===== src/rtl/core/hsfe_pkg.sv =====
`timescale 1ns / 1ps

package hsfe_pkg;

	localparam int HDR_BYTES_DEF   = 4;
	localparam int VAL_OFFSET_DEF  = 4;
	localparam int FRAME_BYTES_DEF = 52;

	localparam int NUM_VALUES   = 6;
	localparam int SPAN_BYTES   = NUM_VALUES * 8;
	localparam int WIN_MAX_BITS = 64;
	localparam int QUEUE_DEPTH  = 2;

	typedef enum logic {
		MODE_HUNT,
		MODE_COLLECT
	} hsfe_mode_t;

	// one request from the front to the back
	typedef struct packed {
		logic                    sync;
		logic                    last;
		logic [7:0]              pos;
		logic [7:0]              data;
		logic [WIN_MAX_BITS-1:0] window;
	} hsfe_op_t;

endpackage


===== src/rtl/core/hsfe_fifo.sv =====
`timescale 1ns / 1ps

module hsfe_fifo (
	input  logic             clk,
	input  logic             arst_n,
	input  logic             push,
	input  hsfe_pkg::hsfe_op_t push_data,
	output logic             full,
	input  logic             pop,
	output logic             rd_valid,
	output hsfe_pkg::hsfe_op_t rd_data
);
	import hsfe_pkg::*;

	localparam int PTR_W = (QUEUE_DEPTH > 1) ? $clog2(QUEUE_DEPTH) : 1;
	localparam int CNT_W = $clog2(QUEUE_DEPTH + 1);

	hsfe_op_t         mem_q [QUEUE_DEPTH];
	logic [PTR_W-1:0] wr_ptr_q;
	logic [PTR_W-1:0] rd_ptr_q;
	logic [CNT_W-1:0] count_q;
	logic             do_push;
	logic             do_pop;

	assign full     = (count_q == CNT_W'(QUEUE_DEPTH));
	assign rd_valid = (count_q != '0);
	assign rd_data  = mem_q[rd_ptr_q];
	assign do_push  = push && !full;
	assign do_pop   = pop && rd_valid;

	always_ff @(posedge clk) begin
		if (do_push) begin
			mem_q[wr_ptr_q] <= push_data;
		end
	end

	always_ff @(posedge clk or negedge arst_n) begin
		if (!arst_n) begin
			wr_ptr_q <= '0;
			rd_ptr_q <= '0;
			count_q  <= '0;
		end else begin
			if (do_push) begin
				wr_ptr_q <= (wr_ptr_q == PTR_W'(QUEUE_DEPTH - 1)) ? '0 : wr_ptr_q + 1'b1;
			end
			if (do_pop) begin
				rd_ptr_q <= (rd_ptr_q == PTR_W'(QUEUE_DEPTH - 1)) ? '0 : rd_ptr_q + 1'b1;
			end
			if (do_push && !do_pop) begin
				count_q <= count_q + 1'b1;
			end else if (!do_push && do_pop) begin
				count_q <= count_q - 1'b1;
			end
		end
	end

endmodule


===== src/rtl/core/hsfe_front.sv =====
`timescale 1ns / 1ps

module hsfe_front #(
	parameter int HEADER_BYTES = hsfe_pkg::HDR_BYTES_DEF,
	parameter int FRAME_BYTES  = hsfe_pkg::FRAME_BYTES_DEF
) (
	input  logic               clk,
	input  logic               arst_n,
	input  logic               cfg_we,
	input  logic [31:0]        cfg_data,
	input  logic               in_valid,
	input  logic               in_stall,
	input  logic [7:0]         data_byte,
	output logic               push,
	output hsfe_pkg::hsfe_op_t push_data
);
	import hsfe_pkg::*;

	localparam int   WIN_W  = 8 * HEADER_BYTES;
	localparam int   FILL_W = $clog2(HEADER_BYTES + 1);
	localparam logic SYNC_LAST = (HEADER_BYTES >= FRAME_BYTES);

	hsfe_mode_t        mode_q;
	hsfe_mode_t        mode_d;
	logic [31:0]       pattern_q;
	logic [WIN_W-1:0]  win_q;
	logic [FILL_W-1:0] fill_q;
	logic [7:0]        pos_q;
	logic [WIN_W-1:0]  win_shift;
	logic [WIN_W-1:0]  pat_ext;
	logic [63:0]       pat64;
	logic [FILL_W-1:0] fill_inc;
	logic [8:0]        pos_inc;
	logic              hdr_match;
	logic              coll_last;
	logic              accepted;

	assign accepted = in_valid && !in_stall;
	// header bytes beyond the register compare against zero
	assign pat64    = {32'd0, pattern_q};
	assign pat_ext  = pat64[WIN_W-1:0];

	always_comb begin
		win_shift = (win_q >> 8) | (WIN_W'(data_byte) << (WIN_W - 8));
		fill_inc  = (fill_q < FILL_W'(HEADER_BYTES)) ? fill_q + 1'b1 : fill_q;
		hdr_match = (fill_inc == FILL_W'(HEADER_BYTES)) && (win_shift == pat_ext);
		pos_inc   = {1'b0, pos_q} + 9'd1;
		coll_last = (pos_inc >= 9'(FRAME_BYTES));
	end

	always_comb begin
		mode_d = mode_q;
		case (mode_q)
			MODE_HUNT: begin
				if (accepted && hdr_match && !SYNC_LAST) begin
					mode_d = MODE_COLLECT;
				end
			end
			MODE_COLLECT: begin
				if (accepted && coll_last) begin
					mode_d = MODE_HUNT;
				end
			end
			default: mode_d = MODE_HUNT;
		endcase
	end

	always_comb begin
		push_data.sync   = (mode_q == MODE_HUNT);
		push_data.pos    = pos_q;
		push_data.data   = data_byte;
		push_data.window = WIN_MAX_BITS'(win_shift);
		push_data.last   = 1'b0;
		push             = 1'b0;
		case (mode_q)
			MODE_HUNT: begin
				push           = accepted && hdr_match;
				push_data.last = SYNC_LAST;
			end
			MODE_COLLECT: begin
				push           = accepted;
				push_data.last = coll_last;
			end
			default: push = 1'b0;
		endcase
	end

	always_ff @(posedge clk or negedge arst_n) begin
		if (!arst_n) begin
			mode_q    <= MODE_HUNT;
			pattern_q <= '0;
			win_q     <= '0;
			fill_q    <= '0;
			pos_q     <= '0;
		end else begin
			mode_q <= mode_d;
			if (cfg_we) begin
				pattern_q <= cfg_data;
			end
			if (accepted) begin
				case (mode_q)
					MODE_HUNT: begin
						if (hdr_match) begin
							win_q  <= '0;
							fill_q <= '0;
							pos_q  <= SYNC_LAST ? 8'd0 : 8'(HEADER_BYTES);
						end else begin
							win_q  <= win_shift;
							fill_q <= fill_inc;
						end
					end
					MODE_COLLECT: begin
						pos_q <= coll_last ? 8'd0 : pos_inc[7:0];
					end
					default: pos_q <= '0;
				endcase
			end
		end
	end

endmodule


===== src/rtl/core/hsfe_back.sv =====
`timescale 1ns / 1ps

module hsfe_back #(
	parameter int HEADER_BYTES = hsfe_pkg::HDR_BYTES_DEF,
	parameter int VALUE_OFFSET = hsfe_pkg::VAL_OFFSET_DEF
) (
	input  logic               clk,
	input  logic               arst_n,
	input  logic               rd_valid,
	input  hsfe_pkg::hsfe_op_t rd_data,
	output logic               pop,
	output logic               out_valid,
	input  logic               out_stall,
	output logic               frame_discarded,
	output logic [63:0]        value_a,
	output logic [63:0]        value_b,
	output logic [63:0]        value_c,
	output logic [63:0]        value_d,
	output logic [63:0]        value_e,
	output logic [63:0]        value_f,
	output logic [31:0]        dropped_total
);
	import hsfe_pkg::*;

	localparam int STORE_W = SPAN_BYTES * 8;

	logic [STORE_W-1:0] store_q;
	logic [STORE_W-1:0] store_d;
	logic [STORE_W-1:0] vals_q;
	logic               bad;
	logic [31:0]        drop_q;
	logic [31:0]        drop_inc;
	logic               out_valid_q;
	logic               discard_q;
	logic               finish;

	// a non-final byte never waits on the output register
	assign pop    = rd_valid && (!rd_data.last || !out_valid_q || !out_stall);
	assign finish = pop && rd_data.last;

	always_comb begin
		int p;
		p       = 0;
		store_d = store_q;
		for (int k = 0; k < SPAN_BYTES; k++) begin
			p = VALUE_OFFSET + k;
			if (rd_data.sync) begin
				// fresh frame: matched header bytes that overlap the values, rest zero
				store_d[8*k +: 8] = (p < HEADER_BYTES) ? 8'(rd_data.window >> (8 * p)) : 8'h00;
			end else if ({1'b0, rd_data.pos} == 9'(p)) begin
				store_d[8*k +: 8] = rd_data.data;
			end
		end
	end

	always_comb begin
		bad = 1'b0;
		for (int i = 0; i < NUM_VALUES; i++) begin
			if (&store_d[64*i + 52 +: 11]) begin
				bad = 1'b1;
			end
		end
		drop_inc = (bad && (drop_q != '1)) ? drop_q + 32'd1 : drop_q;
	end

	always_ff @(posedge clk) begin
		if (pop) begin
			store_q <= store_d;
		end
		if (finish) begin
			vals_q    <= store_d;
			discard_q <= bad;
		end
	end

	always_ff @(posedge clk or negedge arst_n) begin
		if (!arst_n) begin
			drop_q      <= '0;
			out_valid_q <= 1'b0;
		end else begin
			if (finish) begin
				drop_q      <= drop_inc;
				out_valid_q <= 1'b1;
			end else if (!out_stall) begin
				out_valid_q <= 1'b0;
			end
		end
	end

	assign out_valid       = out_valid_q;
	assign frame_discarded = discard_q;
	assign dropped_total   = drop_q;
	assign value_a         = vals_q[0*64 +: 64];
	assign value_b         = vals_q[1*64 +: 64];
	assign value_c         = vals_q[2*64 +: 64];
	assign value_d         = vals_q[3*64 +: 64];
	assign value_e         = vals_q[4*64 +: 64];
	assign value_f         = vals_q[5*64 +: 64];

endmodule


===== src/rtl/core/header_sync_frame_extractor.sv =====
`timescale 1ns / 1ps

// Byte-stream frame parser. Takes one byte per cycle while in_stall is low,
// hunts for the configured header (first byte in header_pattern bits 7:0,
// header bytes past the fourth must be zero), then collects FRAME_BYTES bytes
// counted from the header start and presents six little-endian doubles found
// at VALUE_OFFSET, a discard flag set when any of them has an all-ones
// exponent, and a saturating count of discarded frames. The front end (header
// window and byte counter) feeds a two-entry request queue that the back end
// (value assembly, finiteness check, output register) drains, so a held output
// stalls the input only once the queue fills. Sustained rate is one byte per
// cycle while the queue has room; out_valid rises after the last frame byte
// passes the queue and output register. Write header_pattern only while idle.
module header_sync_frame_extractor #(
	parameter int HEADER_BYTES = hsfe_pkg::HDR_BYTES_DEF,
	parameter int VALUE_OFFSET = hsfe_pkg::VAL_OFFSET_DEF,
	parameter int FRAME_BYTES  = hsfe_pkg::FRAME_BYTES_DEF
) (
	input  logic        clk,
	input  logic        arst_n,
	input  logic        cfg_valid,
	output logic        cfg_ready,
	input  logic [31:0] header_pattern,
	input  logic        in_valid,
	output logic        in_stall,
	input  logic [7:0]  data_byte,
	output logic        out_valid,
	input  logic        out_stall,
	output logic        frame_discarded,
	output logic [63:0] value_a,
	output logic [63:0] value_b,
	output logic [63:0] value_c,
	output logic [63:0] value_d,
	output logic [63:0] value_e,
	output logic [63:0] value_f,
	output logic [31:0] dropped_total
);
	import hsfe_pkg::*;

	hsfe_op_t push_data;
	hsfe_op_t rd_data;
	logic     push;
	logic     full;
	logic     pop;
	logic     rd_valid;

	assign cfg_ready = 1'b1;
	assign in_stall  = full;

	hsfe_front #(
		.HEADER_BYTES (HEADER_BYTES),
		.FRAME_BYTES  (FRAME_BYTES)
	) u_front (
		.clk       (clk),
		.arst_n    (arst_n),
		.cfg_we    (cfg_valid && cfg_ready),
		.cfg_data  (header_pattern),
		.in_valid  (in_valid),
		.in_stall  (in_stall),
		.data_byte (data_byte),
		.push      (push),
		.push_data (push_data)
	);

	hsfe_fifo u_fifo (
		.clk       (clk),
		.arst_n    (arst_n),
		.push      (push),
		.push_data (push_data),
		.full      (full),
		.pop       (pop),
		.rd_valid  (rd_valid),
		.rd_data   (rd_data)
	);

	hsfe_back #(
		.HEADER_BYTES (HEADER_BYTES),
		.VALUE_OFFSET (VALUE_OFFSET)
	) u_back (
		.clk             (clk),
		.arst_n          (arst_n),
		.rd_valid        (rd_valid),
		.rd_data         (rd_data),
		.pop             (pop),
		.out_valid       (out_valid),
		.out_stall       (out_stall),
		.frame_discarded (frame_discarded),
		.value_a         (value_a),
		.value_b         (value_b),
		.value_c         (value_c),
		.value_d         (value_d),
		.value_e         (value_e),
		.value_f         (value_f),
		.dropped_total   (dropped_total)
	);

endmodule


===== config.mk =====
export PLATFORM = sky130hd
export DESIGN_NAME = header_sync_frame_extractor
export DESIGN_NICKNAME = d
export VERILOG_FILES = /design/src/rtl/core/hsfe_pkg.sv /design/src/rtl/core/hsfe_fifo.sv /design/src/rtl/core/hsfe_front.sv /design/src/rtl/core/hsfe_back.sv /design/src/rtl/core/header_sync_frame_extractor.sv
export SDC_FILE = /design/constraint.sdc
export NUM_CORES = 1
export LEC_CHECK = 0
export ABC_AREA = 1
export ABC_CLOCK_PERIOD_IN_PS = 33600
export BUFFER_PORTS_ARGS = -buffer_cell sky130_fd_sc_hd__buf_2
export CORE_MARGIN = 2
export CORE_UTILIZATION = 30
export DETAILED_ROUTE_END_ITERATION = 16
export PLACE_DENSITY = 0.5
export SLEW_MARGIN = 20
export SYNTH_ARGS = -nofsm -noshare
export SYNTH_HDL_FRONTEND = slang
export SYNTH_SLANG_ARGS = --single-unit

===== constraint.sdc =====
create_clock -name clk -period 33.6 [get_ports clk]
set_input_delay 1.68 -clock clk [delete_from_list [all_inputs] [get_ports clk]]
set_output_delay 1.68 -clock clk [all_outputs]
set_load 0.01 [all_outputs]

== Word-level counts from Yosys, hierarchy flattened ==
Memories as Yosys holds them, arrays and structs flattened.
Index checks and enable logic that the tools add are counted.

* $add $sub $neg: 7
* $lt $le $gt $ge: 2
* Equality and inequality tests: 54
* Mux-type cells: 121
* Bitwise logic cells: 2
* Reduce and logical (&&, ||, !) cells: 30

{| class="wikitable"
|+ Operators with widths
! cell !! number
|-
| 2-to-1 mux 8 bit || 98
|-
| == test 8 x 6 -> 1 bit (second input constant) || 20
|-
| == test 8 x 5 -> 1 bit (second input constant) || 16
|-
| AND reduction 11 bit || 6
|-
| == test 8 x 4 -> 1 bit (second input constant) || 8
|-
| adder 32 x 1 -> 32 bit (second input constant) || 1
|-
| == test 32 bit || 1
|-
| == test 8 x 3 -> 1 bit (second input constant) || 4
|-
| 2-to-1 mux 32 bit || 1
|-
| inequality test 32 bit (second input constant) || 1
|-
| bitwise OR 24 x 32 -> 32 bit || 1
|-
| case mux 8 bit (2 select lines) || 1
|-
| 2-to-1 mux 1 bit || 14
|-
| logical AND 1 bit || 11
|-
| adder 8 x 1 -> 9 bit (second input constant) || 1
|-
| greater-or-equal comparator 9 x 6 -> 1 bit (second input constant) || 1
|-
| zero test 1 bit || 6
|-
| 2-to-1 mux 3 bit || 2
|-
| case mux 1 bit (2 select lines) || 3
|-
| AND reduction 2 bit || 3
|-
| 2-to-1 mux 2 bit || 2
|-
| nonzero test 2 bit || 2
|-
| adder 3 x 1 -> 3 bit (second input constant) || 1
|-
| == test 3 bit (second input constant) || 1
|-
| 9 further kinds || 11
|}

* Register bits: 882
* RAM bits: 100
* Bits of input ports: 45
* Output and inout port bits: 420
* Logic and storage cells: 230
* Memories kept: 1

{| class="wikitable"
|+ Memories
! name !! depth !! width !! rd ports !! clocked after memory_dff !! wr ports !! line !! source
|-
| u_fifo.mem_q || 2 || 50 || 1 || 0 || 1 || hsfe_fifo.sv:18 || <nowiki>hsfe_op_t mem_q [QUEUE_DEPTH];</nowiki>
|}

== Depth between registers and ports, before layout ==
Gate-level depths: netlist of the first run.
An unclocked memory read counts as a cell.

* Depth after elaboration: 13
* Depth in mapped cells: 22
* Depth with buffers taken out: 19

== By module ==
Synthesis of the first run repeated with hierarchy kept, for this count alone.

* Cells, all modules: 3332
* Area, all modules: 41220.8 µm²

{| class="wikitable"
|+ By module, submodules not included
! module !! times used !! cells an instance !! area an instance (µm²) !! seq. area each (µm²)
|-
| hsfe_back || 1 || 2323 || 30902.1 || 23917.9
|-
| hsfe_fifo || 1 || 460 || 6256.0 || 5024.8
|-
| hsfe_front || 1 || 547 || 4051.4 || 1701.6
|-
| header_sync_frame_extractor || 1 || 2 || 11.3 || 0.0
|}

== Worst setup path before layout of the first run ==
Ideal clock, no wire load.

* Path kind: input port to flip-flop
* Start point: in out_stall
* End point: reg u_back.discard_q, in the netlist u_back.frame_discarded (enable)
* Setup time: 0.903 ns
* Arrival time: 33.072 ns
* Data required time: 32.697 ns
* Setup slack: -0.375 ns
* Stages on the path: 6
* Path buffers: 1
* Cell sequence: nand2_1 nor2_1 a21oi_1 nand2_1 inv_1 clkbuf_1

* Word-level cells in the longest chain between the ends: 4

{| class="wikitable"
|+ Ends and longest elaborated chain
! item !! line !! source
|-
| start, declared || header_sync_frame_extractor.sv:28 || <nowiki>input logic out_stall,</nowiki>
|-
| zero test 1 bit || hsfe_back.sv:38 || <nowiki>assign pop = rd_valid && (!rd_data.last || !out_valid_q || !out_stall);</nowiki>
|-
| logical OR 1 bit || hsfe_back.sv:38 ||
|-
| logical AND 1 bit || hsfe_back.sv:38 ||
|-
| via pop || header_sync_frame_extractor.sv:44 || <nowiki>logic pop;</nowiki>
|-
| logical AND 1 bit || hsfe_back.sv:39 || <nowiki>assign finish = pop && rd_data.last;</nowiki>
|-
| via u_back.finish || hsfe_back.sv:35 || <nowiki>logic finish;</nowiki>
|-
| end signal, assigned || hsfe_back.sv:72 || <nowiki>discard_q <= bad;</nowiki>
|-
| end, declared || hsfe_back.sv:34 || <nowiki>logic discard_q;</nowiki>
|}

The timed path passes the listed nets, and every way through them passes these cells.
A chain may end at the register's enable or synchronous reset.

== Final worst setup path of the first run ==
* Start point: in out_stall
* End point: reg u_back.vals_q[265] (enable)

* Word-level cells in the longest chain between the ends: 4

{| class="wikitable"
|+ Ends and longest elaborated chain
! item !! line !! source
|-
| zero test 1 bit || hsfe_back.sv:38 ||
|-
| logical OR 1 bit || hsfe_back.sv:38 ||
|-
| logical AND 1 bit || hsfe_back.sv:38 ||
|-
| via pop || header_sync_frame_extractor.sv:44 ||
|-
| logical AND 1 bit || hsfe_back.sv:39 ||
|-
| end signal, assigned || hsfe_back.sv:71 || <nowiki>vals_q <= store_d;</nowiki>
|-
| end, declared || hsfe_back.sv:29 || <nowiki>logic [STORE_W-1:0] vals_q;</nowiki>
|}

The timed path passes the listed nets, and every way through them passes these cells.

==> metrics.md, run 1 <==
| Metric | Value |
|---|---|
| RSZ-0062 raised after global routing | `false` |
| Avg WL per Cell | `~21 microns` |
| PostCTS Resize Cnt | `0` |
| Dpl cell area | `~0.04 sq mm` |
| Post-CTS setup buffers | `0` |
| Tmin final | `between 5 and 6 ns` |
| Critical path peak fanout | `around 130` |
| Layout Nets | `~3,300` |
| Status | `completed` |
| Switching part of the total power | `0.213` |
| Layout area overhead | `20.4%` |
| Worst Hold Class | `reg -> reg` |
| FFs w/ async S/R, synth | `0.115` |
| Max Cap Viol | `0` |
| Critical-path top delay cell | `buf_4` |
| CTS Hold Bufs | `0` |
| Number of iterations in the first detailed-routing pass | `5` |
| Synth unique cells | `44` |
| Post-Synth Simple-Gate Area | `0.0935` |
| Peak VDD IR | `about 0.04 mV` |
| Worst slew pin tran | `1.16 ns` |
| Vias/cell | `4.76` |
| Finished Layout Cells | `just under 5,000` |
| YS warnings | `0` |
| Register area share after synthesis | `0.745` |
| Clock Latency Late Sink | `0.69 ns` |
| Layout cells sized above 1 | `0.223` |
| Initial antenna violation count | `3` |
| Mapped Area | `between 0.03 and 0.04 sq mm` |
| Clock tree from TritonCTS | `built` |
| Xor/xnor share of the synthesized area | `0.0124` |
| Critical path, cell by cell | `buf_2 -> nand2_1 -> nor2_1 -> a21oi_4 -> nand2_1 -> inv_8 -> buf_4 -> buf_4` |
| Largest net degree at the start of global routing | `between 200 and 250` |
| GRT Total Usage | `0.166` |
| Vias | `between 20,000 and 25,000` |
| Final Skew | `slightly below 0.04 ns` |
| Leakage | `between 15 and 20 nW` |
| I/O Pins | `roughly 470` |
| Worst-path clk slew | `~0.06 ns` |
| Net Switching | `0.000508 W` |
| Antenna Nets Post-Route | `0` |
| Number of clock sinks | `slightly above 900` |
| Top_reg_cell synth | `edfxtp_1` |
| Largest stage delay on the critical path | `slightly above 0.8 ns` |
| Most common cell after layout, fill and taps aside | `edfxtp_1` |
| Yosys reg bits | `910` |
| Crit start category | `input pin` |
| Clk network pwr share | `0.462` |
| IO buf count | `roughly 460` |
| Initial core utilization | `0.301` |
| Combinational share of power | `0.020` |
| Critical Path AT | `approximately 5.7 ns` |
| WHS | `between 0.4 and 0.5 ns` |
| Syn Nets | `around 2,900` |
| Final worst path period share | `0.160` |
| Total length of routed wires | `between 100 and 150 mm` |
| Post-route DRC | `0` |
| First-pass GRT wire length | `approximately 150 mm` |
| Initial DRC count | `around 1,900` |
| Pwr Density | `between 50 and 60 mW/mm^2` |
| Critical path type | `in -> reg` |
| Mux cell area share after synthesis | `0.00591` |
| Main combinational cell family by area after synthesis | `compound AO/OA/AOI/OAI gates` |
| Finished Cell Area | `0.0433 sq mm` |
| Internal cell power | `0.00188 W` |
| Final Power | `roughly 0.0024 W` |
| EDFF count, synth | `approximately 810` |
| Final Hold Vio Count | `0` |
| Crit path required time | `approximately 34 ns` |
| Fmax | `around 190 MHz` |
| Most frequent cells in the layout | `edfxtp_1 (805), buf_2 (462), o21ai_0 (360)` |
| Total core area | `0.119 sq mm` |
| Die X | `around 350 microns` |
| Fin Setup TNS | `0 ns` |
| Cts bufs inserted | `99` |
| Adder-Cell Fraction of Synth Area | `0.00174` |
| Synthesized area per cell | `~13 sq um` |
| Complex-gate fraction of the synthesized area | `0.101` |
| Num rows | `127` |
| Mapped Cells | `2,804` |
| Placed instance count | `between 4,000 and 5,000` |
| Detailed Place HPWL | `about 65 mm` |
| Crit path buf inv count | `4` |
| Flop pwr share | `0.517` |
| H-tree Lvls | `3` |
| CTS max path bufs | `3` |
| Final GP Congestion | `roughly 0.8` |
| Die ar. | `0.123 sq mm` |
| Max-slew headroom | `0.226` |
| Die Y | `approximately 350 microns` |
| Max-slew violations | `0` |
| CP top delay family | `buffers and inverters` |
| Grt ovf | `0` |
| Root Driver | `clkbuf_16` |
| Vias in the first global route | `about 22,000` |
| CP Capture Type | `flip-flop` |
| Setup violations, final | `0` |
==> path summary, 6_finish.rpt <==
check	cells after the start	start	slack (ns)	to
min reg2reg	0	u_front.pos_q[7]	0.49	u_fifo.mem_q[0][47]
max reg2reg	7	u_fifo.rd_ptr_q	28.79	u_back.vals_q[265]
max in group asynchronous	2	arst_n	31.35	u_front.pos_q[1]
min	0	u_front.pos_q[7]	0.49	u_fifo.mem_q[0][47]
max	8	out_stall	28.23	u_back.vals_q[265]
min in group asynchronous	1	arst_n	1.03	u_back.dropped_total[0]
==> power groups by stage <==
stage                     sequential, W  combinational, W  clock (W)
after floorplan                 0.00126         0.0000293          0
after global placement          0.00126         0.0000487          0
after detailed placement        0.00126         0.0000491          0
after CTS                       0.00123         0.0000494    0.00113
after global routing            0.00123         0.0000540    0.00118
final                           0.00123         0.0000485    0.00110
==> cells by family (layout without fill, tap and decap cells) <==
logic type	Yosys count	in the layout
AND/OR/NAND/NOR	750	750
multiplexers	19	19
flip-flops	910	910
XOR/XNOR	51	51
buffers and inverters	350	870
other	1	2
adder cells (fa/ha/maj)	5	5
AO/OA/AOI/OAI	718	718
==> sequential cells by signal (all words and copies together), names as in the netlist <==
| name | flops |
|---|---|
| u_back.store_q | 384 |
| u_back.vals_q | 384 |
| u_fifo.mem_q | 36 |
| u_back.dropped_total | 32 |
| u_front.pat_ext | 32 |
| u_front.win_q | 24 |
| u_front.pos_q | 8 |
| u_front.fill_q | 3 |
| u_fifo.count_q | 2 |
| u_back.frame_discarded | 1 |
| u_back.out_valid | 1 |
| u_fifo.rd_ptr_q | 1 |
| u_fifo.wr_ptr_q | 1 |
| u_front.mode_q | 1 |
==> cell usage after synthesis, types with 2 or more instances <==
cell type	count	area [sq um]
o22ai_1	8	50.1
nand4_1	46	288
a21oi_1	328	1640
xor2_1	33	289
nand2_1	310	1160
o21ai_0	360	1800
nor4_1	14	87.6
or2_2	3	18.8
buf_6	8	90.1
buf_1	2	7.51
inv_2	4	15.0
o2111ai_1	3	26.3
ha_1	5	62.6
nor2_4	6	67.6
nand2_4	5	56.3
o21ai_1	7	35.0
nor3_1	35	175
o21a_1	8	60.1
xnor2_1	18	158
nand3b_1	2	15.0
buf_4	11	82.6
nand3_1	102	510
edfxtp_1	805	24200
inv_1	188	706
nor2_1	193	724
clkbuf_1	126	473
buf_2	9	45.0
dfrtp_1	105	2630
nor2_8	2	40.0
mux2_2	18	203
nand2_2	18	113
nor2_2	10	62.6
==> through the flow <==
step | util | setup WS, ns
5_1_grt | 0.362 | 27.89
2_1_floorplan | - | 8.77
6_report | 0.362 | 28.23
4_1_cts | 0.362 | 28.12
3_3_place_gp | 0.334 | 27.44
3_5_place_dp | 0.334 | 27.36
==> per-layer routing <==
layer  GRT usage  vias to the layer above  routed length, microns
met5           0                        -                      13
met2       0.259                      790                   48300
met1       0.236                    11614                   47800
li1            -                    10953                       -
met3      0.0278                      138                    6480
met4      0.0564                        2                    2910
==> area by class of cell <==
| type | instances | area, sq um |
|---|---|---|
| Fill cell | 11683 | 76200 |
| Sequential cell | 910 | 26800 |
| Multi-Input combinational cell | 1544 | 7840 |
| Timing Repair Buffer | 493 | 2600 |
| Clock buffer | 117 | 2560 |
| Tap cell | 1612 | 2020 |
| Inverter | 194 | 746 |
| Clock inverter | 66 | 724 |
| Antenna cell | 1 | 2.50 |
No activity file was read; power rests on OpenSTA's default activity.
==> run 2: changes to the inputs <==
--- a/config.mk
+++ b/config.mk
@@ -6,7 +6,7 @@
 export NUM_CORES = 1
 export LEC_CHECK = 0
 export ABC_AREA = 1
-export ABC_CLOCK_PERIOD_IN_PS = 33600
+export ABC_CLOCK_PERIOD_IN_PS = 4600
 export BUFFER_PORTS_ARGS = -buffer_cell sky130_fd_sc_hd__buf_2
 export CORE_MARGIN = 2
 export CORE_UTILIZATION = 30
==> constraint.sdc (replaced) <==
create_clock -name clk -period 4.6 [get_ports clk]
set_input_delay 0.23 -clock clk [delete_from_list [all_inputs] [get_ports clk]]
set_output_delay 0.23 -clock clk [all_outputs]
set_load 0.01 [all_outputs]
==> run 2 against run 1 <==
Effect of this change:
- sequential cell count unchanged
- utilization increased by 0.50 points
- highest routed layer is now met4
- global-route usage increased by 0.25 points
- final area increased by 1.4%
- first-iteration DRC count increased by 14%
- critical endpoint is now u_back.dropped_total[31]
- critical path type is now reg -> reg
==> metrics.md, run 2 (synthesis gave the netlist of run 1 again) <==
| Metric | Value |
|---|---|
| Final GP Congestion | `0.834 (+2.9%)` |
| Antenna Cells | `0 (-1)` |
| IO buf count | `463 (unchanged)` |
| WP depth | `18 (+10)` |
| Post-route DRC | `0 (unchanged)` |
| Post-CTS setup buffers | `0 (unchanged)` |
| Placed instance count | `4,784 (+0.67%)` |
| Final Hold Vio Count | `0 (unchanged)` |
| Max-slew headroom | `0.246 (+0.0198)` |
| Die X | `350 microns (unchanged)` |
| Worst Hold Class | `in -> reg` |
| Pre-CTS setup slack | `0.700 ns (-26.66 ns)` |
| Tmin final | `3.92 ns` |
| Grt ovf | `0 (unchanged)` |
| Most frequent cells in the layout | `edfxtp_1 (805), buf_2 (462), o21ai_0 (359)` |
| Finished Cell Area | `0.0439 sq mm (+1.4%)` |
| Die Y | `350 microns (unchanged)` |
| Max Cap Viol | `0 (unchanged)` |
| Crit start category | `flip-flop` |
| Die ar. | `0.123 sq mm (unchanged)` |
| Peak VDD IR | `0.304 mV (+660%)` |
| Critical Path AT | `4.46 ns (-1.22 ns)` |
| Crit path required time | `5.14 ns (-28.77 ns)` |
| Fmax | `roughly 260 MHz` |
| CTS Hold Bufs | `42 (+42)` |
| Clock tree from TritonCTS | `built` |
| Worst-path clk slew | `0.06 ns (about the same)` |
| Crit. Startpoint | `u_fifo.rd_ptr_q` |
| Largest stage delay on the critical path | `0.55 ns (-0.26 ns)` |
| Initial core utilization | `0.301 (unchanged)` |
| Layout cells sized above 1 | `0.222 (-0.00119)` |
| H-tree Lvls | `3 (unchanged)` |
| Flop-to-flop setup slack | `0.68 ns (-28.11 ns)` |
| Layout area overhead | `22.0%` |
| Num rows | `127 (unchanged)` |
| First-pass GRT wire length | `154 mm (+1.3%)` |
| RR Startpoint | `u_fifo.rd_ptr_q` |
| Max-slew violations | `0 (unchanged)` |
| Top cell by count, worst path | `nand2_1` |
| Critical-path top delay cell | `dfrtp_1` |
| Number of iterations in the first detailed-routing pass | `5 (unchanged)` |
| Layout Nets | `3,365 (+2.2%)` |
| Initial antenna violation count | `1 (-2)` |
| Status | `completed` |
| RSZ-0062 raised after global routing | `false` |
| Pwr Density | `391 mW/mm^2 (+610%)` |
| Initial DRC count | `2,127 (+14%)` |
| Setup WS post-layout | `0.685 ns (-27.55 ns)` |
| WHS | `0.0704 ns (-0.422 ns)` |
| Antenna Nets Post-Route | `0 (unchanged)` |
| Leakage | `15.7 nW (+1.8%)` |
| Vias in the first global route | `22,618 (+1.1%)` |
| Most common cell after layout, fill and taps aside | `edfxtp_1` |
| Crit path buf inv count | `1 (-3)` |
| Setup violations, final | `0 (unchanged)` |
| Hold path cells | `4 (+4)` |
| Clock Latency Late Sink | `0.71 ns (+0.02 ns)` |
| Vias | `23,324 (-0.74%)` |
| Total length of routed wires | `106 mm (+0.72%)` |
| Largest registers | `u_back.store_q x384, u_back.vals_q x384, u_fifo.mem_q x36` |
| CP Capture Type | `flip-flop` |
| Largest net degree at the start of global routing | `227 (-6.6%)` |
| Hold path startpoint | `in_valid` |
| Total core area | `0.119 sq mm (unchanged)` |
| CTS max path bufs | `3 (unchanged)` |
| Final worst path period share | `0.851` |
| Critical path type | `reg -> reg` |
| Detailed Place HPWL | `67.0 mm (+3.2%)` |
| Critical path peak fanout | `34 (-74%)` |
| FF-to-FF path depth | `18 (+11)` |
| Worst slew pin tran | `1.13 ns (-0.0255 ns)` |
| CP top delay family | `simple AND/OR/NAND/NOR gates` |
| GRT Total Usage | `0.169 (+0.00247)` |
| Cts bufs inserted | `99 (unchanged)` |
| Final Skew | `0.0585 ns (+0.0200 ns)` |
| Number of clock sinks | `910 (unchanged)` |
| Final Power | `0.0172 W (+620%)` |
| Avg WL per Cell | `21.2 microns (-0.71%)` |
| Vias/cell | `4.66 (-2.1%)` |
| Finished Layout Cells | `5,008 (+1.4%)` |
| I/O Pins | `465 (unchanged)` |
| PostCTS Resize Cnt | `0 (unchanged)` |
| Root Driver | `clkbuf_16` |
| Critical path, cell by cell | `inv_4 -> nand2_1 -> nand2_1 -> nand2_2 -> nor2_2 -> nand2_2 -> nand2_1 -> nand2_1 -> nor2_1 -> nand2_1 -> nor2_1 -> nand2_1 -> nor2_1 -> nor2_1 -> nand2_4 -> nand3_4 -> nand2_1 -> nand2_1` |
| Dpl cell area | `0.0403 sq mm (+0.85%)` |
## run 2: changes by cell type in the layout (fill, tap and decap cells not counted), moves of 3 or more
cell	change
buf_12	+8
buf_4	+24
bufinv_16	-6
clkbuf_1	+13
clkbuf_8	+3
clkinv_1	-6
clkinv_2	-3
dlygate4sd3_1	+42
inv_6	-4
nor2_1	+13
nor2_2	-13
## run 2: tightest hold or removal path, cell delays in order
cell	delay [ns]
buf_2	0.10
o21ai_0	0.17
o21ai_0	0.13
nand2_1	0.06
## run 2: report_power, final
group / total [W] / switching [W] / internal (W)
clock network: 0.00777 / 0.00340 / 0.00438
logic: 0.000384 / 0.000265 / 0.000119
registers: 0.00901 / 0.0000387 / 0.00897
total: 0.0172 / 0.00370 / 0.0135
## run 2: metal layers
metal,track usage,up-vias,share of wire
met5,0,-,0
met4,0.0523,0,0.025
met3,0.0311,120,0.059
met2,0.272,716,0.47
met1,0.231,11409,0.45
li1,-,11079,-
## run 2: stage by stage
step | TNS [ns] | util
after floorplan | -3297.87 | -
after global placement | 0 | 0.337
after detailed placement | 0 | 0.337
after CTS | 0 | 0.367
after global routing | 0 | 0.367
final | 0 | 0.367
## run 2: worst paths after layout
kind                                             to
setup / recovery           u_back.dropped_total[31]
max in group asynchronous          u_front.pos_q[5]
hold reg to reg                 u_fifo.mem_q[1][47]
setup reg to reg           u_back.dropped_total[31]
min in group asynchronous   u_back.dropped_total[1]
hold / removal                       u_front.mode_q
## run 2: layout make-up
cell class	instances	area [sq um]
multi-input cells	1544	7820
well taps	1612	2020
flip-flops and latches	910	26800
inverters	194	746
repair buffers	566	3340
clock inverters	49	519
fillers	11605	75600
clock buffers	133	2660
==> run 3: changes to the inputs <==
--- a/config.mk
+++ b/config.mk
@@ -8,10 +8,11 @@
 export ABC_AREA = 1
 export ABC_CLOCK_PERIOD_IN_PS = 4600
 export BUFFER_PORTS_ARGS = -buffer_cell sky130_fd_sc_hd__buf_2
+export CAP_MARGIN = 20
 export CORE_MARGIN = 2
-export CORE_UTILIZATION = 30
+export CORE_UTILIZATION = 35
 export DETAILED_ROUTE_END_ITERATION = 16
-export PLACE_DENSITY = 0.5
+export PLACE_DENSITY = 0.56
 export SLEW_MARGIN = 20
 export SYNTH_ARGS = -nofsm -noshare
 export SYNTH_HDL_FRONTEND = slang
==> run 3 against run 2 <==
Effect of this change:
- sequential power is essentially flat
- sequential share of layout area increased by 0.53 points
- non-clock buffer count shrank 7
- final cell count shrank 5.1%
- power about the same
- register-to-register slack barely moved
- count of clock-buffer cells in the layout shrank 22
- critical path type unchanged
- highest routed layer unchanged
==> metrics.md, run 3 (synthesis gave the netlist of run 1 again) <==
| Metric | Value |
|---|---|
| Status | `completed` |
| Final GP Congestion | `0.811 (-2.7%)` |
| Vias in the first global route | `23,117 (+2.2%)` |
| Hold endpoint | `u_front.mode_q` |
| Pre-CTS setup slack | `0.717 ns (+0.0162 ns)` |
| Cts bufs inserted | `97 (-2.0%)` |
| Post-route DRC | `0 (unchanged)` |
| Switching part of the total power | `0.212 (-0.00306)` |
| Max-slew violations | `0 (unchanged)` |
| Pwr Density | `395 mW/mm^2 (+0.97%)` |
| Clock tree from TritonCTS | `built` |
| Placed instance count | `4,533 (-5.2%)` |
| IO buf count | `463 (unchanged)` |
| Initial DRC count | `2,307 (+8.5%)` |
| Avg WL per Cell | `21.6 microns (+1.7%)` |
| Setup violations, final | `0 (unchanged)` |
| Final worst path period share | `0.848 (-0.00325)` |
| Max-slew headroom | `0.253 (+0.00731)` |
| Initial core utilization | `0.353 (+0.0520)` |
| Largest registers | `u_back.store_q x384, u_back.vals_q x384, u_fifo.mem_q x36` |
| Critical-path top delay cell | `dfrtp_1` |
| Detailed Place HPWL | `63.9 mm (-4.7%)` |
| Final Hold Vio Count | `0 (unchanged)` |
| Finished Layout Cells | `4,753 (-5.1%)` |
| Critical path peak fanout | `115 (+240%)` |
| CTS Hold Bufs | `42 (unchanged)` |
| Total core area | `0.102 sq mm (-15%)` |
| Combinational share of power | `0.022 (about the same)` |
| I/O Pins | `465 (unchanged)` |
| Critical Path AT | `4.46 ns (about the same)` |
| Antenna Nets Post-Route | `0 (unchanged)` |
| Final Skew | `0.0261 ns (-0.0324 ns)` |
| Worst slew pin tran | `1.12 ns (-0.0110 ns)` |
| Most common cell after layout, fill and taps aside | `edfxtp_1` |
| Critical path type | `reg -> reg` |
| Sequential cell area | `0.0268 sq mm (unchanged)` |
| Post-CTS setup buffers | `0 (unchanged)` |
| Total length of routed wires | `103 mm (-3.5%)` |
| Net Switching | `0.00365 W (-1.3%)` |
| Most frequent cells in the layout | `edfxtp_1 (805), buf_2 (462), o21ai_0 (359)` |
| Hold path startpoint | `in_valid` |
| First-pass GRT wire length | `151 mm (-1.7%)` |
| Fmax | `256 MHz (+0.38%)` |
| Fillcell total | `9,473 (-18%)` |
| Crit path required time | `5.16 ns (+0.02 ns)` |
| Critical path, cell by cell | `buf_4 -> o21ai_2 -> buf_4 -> inv_8 -> nand2_1 -> nor2_1 -> nand2_1 -> nor2_1 -> nand2_1 -> nor2_1 -> nor2_1 -> nand2_4 -> nand3_4 -> nand2_1 -> nand2_1` |
| Largest net degree at the start of global routing | `251 (+11%)` |
| Worst r2r dst | `u_back.dropped_total[5]` |
| Vias | `23,763 (+1.9%)` |
| Tmin final | `3.90 ns (-0.0149 ns)` |
| Clock Latency Late Sink | `0.69 ns (-0.02 ns)` |
| Num rows | `117 (-7.9%)` |
| Root Driver | `clkbuf_16` |
| Layout area overhead | `21.0%` |
| Vias/cell | `5.00 (+7.3%)` |
| Initial antenna violation count | `2 (+1)` |
| Largest stage delay on the critical path | `0.65 ns (+0.10 ns)` |
| Worst-path clk slew | `0.06 ns (about the same)` |
| Internal cell power | `0.0135 W (+0.48%)` |
| Hold path cells | `4 (unchanged)` |
| CP Capture Type | `flip-flop` |
| Max Cap Viol | `0 (unchanged)` |
| H-tree Lvls | `3 (unchanged)` |
| CTS max path bufs | `3 (unchanged)` |
| Setup WS post-layout | `0.699 ns (+0.0149 ns)` |
| RSZ-0062 raised after global routing | `false` |
| Top cell by count, worst path | `nand2_1` |
| Worst Hold Class | `in -> reg` |
| Die ar. | `0.105 sq mm (-14%)` |
| Layout Nets | `3,356 (-0.27%)` |
| Leakage | `15.7 nW (-0.23%)` |
| Grt ovf | `0 (unchanged)` |
| Die Y | `325 microns (-7.3%)` |
| Peak VDD IR | `0.257 mV (-16%)` |
| Layout cells sized above 1 | `0.225 (+0.00322)` |
| RR Startpoint | `u_fifo.rd_ptr_q` |
| Multi-input logic area | `0.00782 sq mm (unchanged)` |
| Number of clock sinks | `910 (unchanged)` |
| FF-to-FF path depth | `15 (-3)` |
| Flop-to-flop setup slack | `0.70 ns (about the same)` |
| Flop pwr share | `0.524 (about the same)` |
| Die X | `325 microns (-7.3%)` |
| PostCTS Resize Cnt | `0 (unchanged)` |
| Crit start category | `flip-flop` |
| GRT Total Usage | `0.190 (+0.0208)` |
| Clk network pwr share | `0.453 (about the same)` |
| Number of iterations in the first detailed-routing pass | `5 (unchanged)` |
[run 3: cell count changes in the layout (fill, tap and decap cells not counted), sizes merged]
cell      before  now
bufinv         5    9
buf          524  517
clkinvlp       5    9
diode          0    2
inv          198  203
clkinv        35   38
clkbuf       133  111
[run 3: power groups by stage]
stage | Sequential [W] | Clock [W] | Combinational, W
after CTS | 0.00901 | 0.00797 | 0.000387
after global placement | 0.00918 | 0 | 0.000357
after global routing | 0.00901 | 0.00829 | 0.000421
after floorplan | 0.00920 | 0 | 0.000214
after detailed placement | 0.00918 | 0 | 0.000359
final | 0.00901 | 0.00779 | 0.000381
[run 3: final cells by class]
cell class              instances  area share
inverters                     194      0.0171
well taps                    1368      0.0393
clock inverters                65      0.0152
diodes                          2    0.000115
multi-input cells            1544       0.180
repair buffers                559      0.0752
flip-flops and latches        910       0.616
clock buffers                 111      0.0575
[run 3: critical path: cells and delay by family (launching register included)]
kind            cells  cell delay, ns
flops               1            0.65
simple gates       11            1.86
compound gates      1            0.09
buf+inv             3            1.08
[run 3: worst max path at each step]
| stage | startpoint | endpoint | slack, ns |
|---|---|---|---|
| 2_1_floorplan | u_fifo.rd_ptr_q | u_back.frame_discarded | -5.03 |
| 3_3_place_gp | u_fifo.rd_ptr_q | u_back.dropped_total[12] | 0.83 |
| 3_5_place_dp | u_fifo.rd_ptr_q | u_back.dropped_total[26] | 0.72 |
| 4_1_cts | u_fifo.rd_ptr_q | u_back.dropped_total[17] | 0.70 |
| 5_1_grt | u_fifo.rd_ptr_q | u_back.dropped_total[5] | 0.29 |
| 6_report | u_fifo.rd_ptr_q | u_back.dropped_total[5] | 0.70 |
[run 3: per-stage QoR]
step	total power, W	area (sq um)	util	hold WS, ns	TNS [ns]
2_1_floorplan	0.00941	36000	-	-0.0656	-3297.87
3_3_place_gp	0.00954	39900	0.391	0.423	0
3_5_place_dp	0.00954	39900	0.392	0.419	0
4_1_cts	0.0174	43500	0.427	0.000442	0
5_1_grt	0.0177	43500	0.427	0.0833	0
6_report	0.0172	43500	0.427	0.0453	0
[run 3: layer usage]
metal	up-vias	global-route usage	routed length, microns
li1	11081	-	-
met1	11691	0.261	45100
met2	854	0.301	48000
met3	137	0.0363	6430
met4	0	0.0658	3080
met5	-	0	0
